## config.mk

```make
export PLATFORM = sky130hd
export DESIGN_NAME = tds_ctrl
export DESIGN_NICKNAME = d
export VERILOG_FILES = /design/src/hdl/tds_pkg.sv /design/src/hdl/tds_ctrl.sv
export SDC_FILE = /design/constraint.sdc
export NUM_CORES = 1
export LEC_CHECK = 0
export BUFFER_PORTS_ARGS = -buffer_cell sky130_fd_sc_hd__buf_4
export CORE_AREA = 2 2 39 41
export CTS_CLUSTER_DIAMETER = 60
export DETAILED_ROUTE_END_ITERATION = 7
export DIE_AREA = 0 0 41 43
export PLACE_DENSITY = 0.52
export SLEW_MARGIN = 20
export SYNTH_ARGS = -nofsm -noshare
export SYNTH_HDL_FRONTEND = slang
export SYNTH_SLANG_ARGS = --single-unit
```

## constraint.sdc

```tcl
create_clock -name i_clk -period 2.6 [get_ports i_clk]
set_input_delay 0 -clock i_clk [delete_from_list [all_inputs] [get_ports i_clk]]
set_output_delay 0 -clock i_clk [all_outputs]
set_load 0.05 [all_outputs]
```

## src/hdl/tds_pkg.sv

```systemverilog
// Package: constants, payload types and controller/datapath command types for the solver.
package tds_pkg;

    localparam int MaxN     = 64;
    localparam int FracBits = 16;
    localparam int AddrW    = $clog2(MaxN);
    localparam int CntW     = AddrW + 1;
    localparam int QuoW     = 32 + FracBits + 1;

    localparam logic signed [63:0] QMax = 64'sd2147483647;
    localparam logic signed [63:0] QMin = -64'sd2147483648;

    typedef struct packed {
        logic signed [31:0] sub_diag;
        logic signed [31:0] main_diag;
        logic signed [31:0] super_diag;
        logic signed [31:0] rhs;
        logic               last_row;
    } t_in_beat;

    typedef struct packed {
        logic signed [31:0] solution;
        logic [5:0]         row_index;
        logic               last_item;
        logic               singular;
    } t_out_beat;

    // Datapath commands
    localparam logic [3:0] CmdNone    = 4'd0;
    localparam logic [3:0] CmdLoad    = 4'd1;
    localparam logic [3:0] CmdMul     = 4'd2;
    localparam logic [3:0] CmdPivot   = 4'd3;
    localparam logic [3:0] CmdDivG    = 4'd4;
    localparam logic [3:0] CmdDivB    = 4'd5;
    localparam logic [3:0] CmdStore   = 4'd6;
    localparam logic [3:0] CmdRdStart = 4'd7;
    localparam logic [3:0] CmdBackMul = 4'd8;
    localparam logic [3:0] CmdBackAdd = 4'd9;
    localparam logic [3:0] CmdClear   = 4'd10;
    localparam logic [3:0] CmdStep    = 4'd11;

    typedef struct packed {
        logic [3:0] op;
    } t_cmd;

    typedef struct packed {
        logic div_done;
        logic is_last;
        logic row_zero;
    } t_status;

    function automatic logic signed [31:0] sat32(input logic signed [63:0] v);
        if (v > QMax) return 32'sh7fffffff;
        if (v < QMin) return 32'sh80000000;
        return v[31:0];
    endfunction

    function automatic logic signed [63:0] fx_mul(input logic signed [31:0] p,
                                                   input logic signed [31:0] q);
        logic signed [63:0] m;
        m = 64'(p) * 64'(q);
        return m >>> FracBits;
    endfunction

endpackage

```

## src/hdl/tds_ctrl.sv

```systemverilog
// Controller: sequences forward row work, back substitution and result beats.
module tds_ctrl (
    input  logic             i_clk,
    input  logic             i_rst_n,
    input  logic             i_in_valid,
    output logic             o_in_stall,
    output logic             o_out_valid,
    input  logic             i_out_stall,
    input  tds_pkg::t_status i_status,
    output tds_pkg::t_cmd    o_cmd
);
    localparam logic [3:0] SIdle = 4'd0, SMul = 4'd1, SPiv = 4'd2, SDivG = 4'd3,
        SWaitG = 4'd4, SDivB = 4'd5, SWaitB = 4'd6, SStore = 4'd7, SRd = 4'd8,
        SRdW = 4'd9, SBMul = 4'd10, SBAdd = 4'd11, SOut = 4'd12;

    logic [3:0] r_state, n_state;

    assign o_in_stall  = (r_state != SIdle);
    assign o_out_valid = (r_state == SOut);

    always_comb begin
        n_state  = r_state;
        o_cmd.op = tds_pkg::CmdNone;
        case (r_state)
            SIdle:  if (i_in_valid) begin o_cmd.op = tds_pkg::CmdLoad; n_state = SMul; end
            SMul:   begin o_cmd.op = tds_pkg::CmdMul; n_state = SPiv; end
            SPiv:   begin o_cmd.op = tds_pkg::CmdPivot; n_state = SDivG; end
            SDivG:  begin o_cmd.op = tds_pkg::CmdDivG; n_state = SWaitG; end
            SWaitG: if (i_status.div_done) n_state = SDivB;
            SDivB:  begin o_cmd.op = tds_pkg::CmdDivB; n_state = SWaitB; end
            SWaitB: if (i_status.div_done) begin
                o_cmd.op = tds_pkg::CmdStore;
                n_state  = i_status.is_last ? SRd : SIdle;
            end
            SRd:    n_state = SRdW;
            SRdW:   begin o_cmd.op = tds_pkg::CmdBackMul; n_state = SBAdd; end
            SBAdd:  begin o_cmd.op = tds_pkg::CmdBackAdd; n_state = SOut; end
            SOut:   if (!i_out_stall) begin
                if (i_status.row_zero) begin
                    o_cmd.op = tds_pkg::CmdClear; n_state = SIdle;
                end else begin
                    o_cmd.op = tds_pkg::CmdStep; n_state = SRd;
                end
            end
            default: n_state = SIdle;
        endcase
    end

    always_ff @(posedge i_clk) begin
        if (!i_rst_n) r_state <= SIdle;
        else          r_state <= n_state;
    end
endmodule

```

# After elaboration in Yosys (flattened, before gate mapping)

Cells that the tools add are included.

$mul: 0
$add $sub $neg: 0
Reduce and logical (&&, ||, !) cells: 3
Bitwise gates (word level): 0
Equality and inequality tests: 14
Shift operators: 0
Divide/modulo/power cells: 0
Magnitude comparators: 0
Muxes and demuxes: 12

Operators by type and width:

| kind                                                                   | count |
|---|---|
| 4-bit case mux with 11 select lines                                    | 1 |
| 4-bit case mux with 9 select lines                                     | 1 |
| 4-bit 2-to-1 mux                                                       | 7 |
| 4-bit equality test (second input constant)                            | 4 |
| 4-bit by 3-bit equality test with 1-bit output (second input constant) | 3 |
| 4-bit by 2-bit equality test with 1-bit output (second input constant) | 2 |
| 2-bit inequality test (second input constant)                          | 4 |
| 4-bit by 1-bit equality test with 1-bit output (second input constant) | 1 |
| 4-bit zero test                                                        | 1 |
| 4-bit AND reduction                                                    | 1 |
| 4-bit nonzero test                                                     | 1 |
| 3-bit 2-to-1 mux                                                       | 1 |
| 1-bit 2-to-1 mux                                                       | 2 |

Flip-flop bits (word level): 4
Word-level logic and storage cells: 30
Input port bits: 7
Memory bits (writable): 0
Memories kept: 0
Memory bits (read-only): 0
Latch bits: 0

# Logic depth before layout (Yosys ltp)

Word-level depth: 3
Gate-level depth with buffers: 5
Depth with buffers taken out: 5

# Worst setup path after synthesis

OpenSTA, ideal clock, no wires.

Path type: register to output
Start: register r_state[0]
End: output port o_cmd[1] in the netlist's numbering
Arrival time: 1.556 ns
Stages on the path, launching flop included: 6
Slack: 1.044 ns
Data required time: 2.600 ns
Cells stage by stage: dfxtp_1 buf_2 nand2b_1 a21oi_1 a21oi_1 o22ai_1

RTL lines:

| what                     | RTL line       | text |
|---|---|---|
| start: declaration       | tds_ctrl.sv:16 | `logic [3:0] r_state, n_state;` |
| start signal: assignment | tds_ctrl.sv:50 | `if (!i_rst_n) r_state <= SIdle;` |
| start signal: assignment | tds_ctrl.sv:51 | `else r_state <= n_state;` |
| end: declaration         | tds_ctrl.sv:10 | `output tds_pkg::t_cmd o_cmd` |

==> qor.csv <==
stage,metric,value,unit
timing,period_share,0.660,
placed_design,dp_hpwl,723,um
cells_and_area,fin_cells,86,
clock_network,clock-sinks,4,
worst_hold_path,min_delay_path_depth,3,
clock_network,post_cts_resized,0,
logic_synthesis,synth_area,393,sq um
logic_synthesis,synthMuxAreaShare,0,
clock_network,cts_buffers,3,
logic_synthesis,synth.avg_cell_area,6.77,sq um
global_routing,antenna_found_initial,0,
cells_and_area,drive_gt1_frac,0.214,
setup_path,critPathMaxFanout,13,
logic_synthesis,async_flop_share,0,
logic_synthesis,yosys.area.top_type,dfxtp_1,
status,outcome,finished clean,
route,drtIter0Drc,9,
clock_network,clockBufferDepth,2,
cells_and_area,nNetsFinal,79,
cells_and_area,syn_to_final_growth,29.9,%
power_and_ir_drop,max-vdd-ir-drop,0.504,mV
floorplan,die_w,41,um
logic_synthesis,yosys.area_share.simple,0.408,
global_routing,grt_pass1_vias,391,
floorplan,rows,14,
floorplan,die_area,0.00176,sq mm
logic_synthesis,synth_warnings,0,
logic_synthesis,synthXorXnorAreaFrac,0,
setup_path,critPathSlowestCell,dfxtp_1,
timing,setup_violations,0,
clock_network,path_clk_slew,40,ps
floorplan,start_util,0.284,
timing,fin_worst_skew,0.509,ps
logic_synthesis,synth_edf_count,0,
flow_run,maxCapViolCount,0,
logic_synthesis,synth_top_area_frac,0.204,
timing,fmax,583,MHz
logic_synthesis,synth_ff_type,dfxtp_1,
timing,fin_hold_ws,84.4,ps
logic_synthesis,synth_nets,65,
clock_network,cts-root-buf,clkbuf_4,
route,routed_via_density,5.17,
clock_network,ctsHtreeMaxLevel,1,
power_and_ir_drop,finalPower,0.000705,W
timing,relSlewSlack,0.675,
route,drcViolationCount,0,
setup_path,cp-start-kind,flop,
setup_path,critPathCaptureType,primary output,
global_routing,gr-total-overflow,0,
setup_path,r2r_cells,4,
timing,tightest_slew,488,ps
route,dr_total_vias,445,
logic_synthesis,synthAdderAreaFrac,0,
logic_synthesis,synthTopCellsByCount,"a21oi_1, nand2_1, nor2b_1",
clock_network,clock_latency,240,ps
cells_and_area,largest_reg_flops,4,
clock_network,post-cts-setup-buffers,0,
global_routing,grt_pass1_wl,1.80,mm
setup_path,reg2reg_slack,1170,ps
placed_design,portBuffers,12,
power_and_ir_drop,power.density,1380,mW/mm^2
cells_and_area,antennaDiodeCount,0,
logic_synthesis,ys_seq_elements,4,
route,firstDrtPassIters,4,
global_routing,grt_usage,0.152,
timing,drv_slew,0,
timing,timing.setup.tns,0,ps
floorplan,core,0.00138,sq mm
clock_network,ctsHoldBuffers,1,
logic_synthesis,synthCells,58,
logic_synthesis,synth_compound_area_frac,0.306,
timing,grt_setup_unrepaired,no,
floorplan,die_h,43,um
setup_path,crit_required,2600,ps
global_routing,grt_max_degree,17,
worst_hold_path,hold_path.class,input port to flop,
route,routed_wl,1.00,mm
setup_path,path_class,flop to primary output,
cells_and_area,largestRegisters,r_state: 4 flops,
cells_and_area,largest_register,r_state,
logic_synthesis,synth_area_leaders,"dfxtp_1, nor2b_1, a21oi_1",
timing,final.setup.worst_slack,884,ps
placed_design,pre_cts_ws,1150,ps
timing,hold_viol,0,
logic_synthesis,ys_seq_area_frac,0.204,
logic_synthesis,synth_top_family_by_area,simple AND/OR/NAND/NOR gates,
placed_design,dp.cells,82,
power_and_ir_drop,leakagePower,0.226,nW
setup_path,worst_ep_arrival_time,1720,ps
route,wl_per_cell,11.6,um
placed_design,place_congestion,0.747,
timing,finalWorstPathRequiredPeriod,1720,ps
floorplan,ios,13,
clock_network,cts_tree,yes,
logic_synthesis,yosysUniqueCellTypes,28,
route,ant_nets,0,
setup_path,crit_path_max_incr_delay,540,ps
setup_path,path_cells,"nor2b_1, nand3b_1, o32ai_1, a21o_1, buf_4",
layout make-up:
type	count	area [sq um]
fill	163	873
multi-input combinational	48	280
timing repair buffer	13	100
sequential	4	80.1
clock buffer	3	22.5
tap	16	20.0
inverter	2	7.51
power by group:
part,internal [W],switching (W)
clock network,0.0000517,0.0000269
logic,0.000184,0.000279
registers,0.0000848,0.0000782
logic make-up (layout without fill, tap and decap cells):
group,Yosys count,in the layout
AND/OR/NAND/NOR,28,28
AO/OA/AOI/OAI,20,20
flip-flops,4,4
buffers and inverters,6,18
routing by layer:
| layer | GRT usage | part of all wire |
|---|---|---|
| met3 | 0.0785 | 0.049 |
| met5 | 0 | 0 |
| met1 | 0.227 | 0.47 |
| met4 | 0.0600 | 0 |
| met2 | 0.178 | 0.48 |
worst paths after layout:
path,start,to
setup / recovery,r_state[3],o_cmd[0]
setup reg to reg,r_state[1],r_state[3]
hold / removal,i_in_valid,r_state[2]
hold reg to reg,r_state[1],r_state[2]
per-stage QoR:
step / utilization / cell area (sq um)
detailed placement: 0.345 / 478
global placement: 0.345 / 478
floorplan: - / 393
global route: 0.369 / 510
CTS: 0.369 / 510
finish: 0.369 / 510
placed cells by master, fill, tap and decap left out, types with 2 or more instances in the layout:
cell,instances
nand2_1,5
o21ai_1,2
clkbuf_4,3
dfxtp_1,4
buf_4,12
nor2b_1,5
nor3_1,2
o21ai_0,4
nand3b_1,2
nand2b_1,2
inv_1,2
o22ai_1,2
nor2_1,4
a21oi_1,5
a21o_1,2
critical path, delay by kind of cell (launching register included):
family,cells,cell delay [ps]
compound gates,2,380
buf+inv,1,190
flops,1,540
simple gates,2,380
Note: power is estimated with default switching activity, not from simulation.
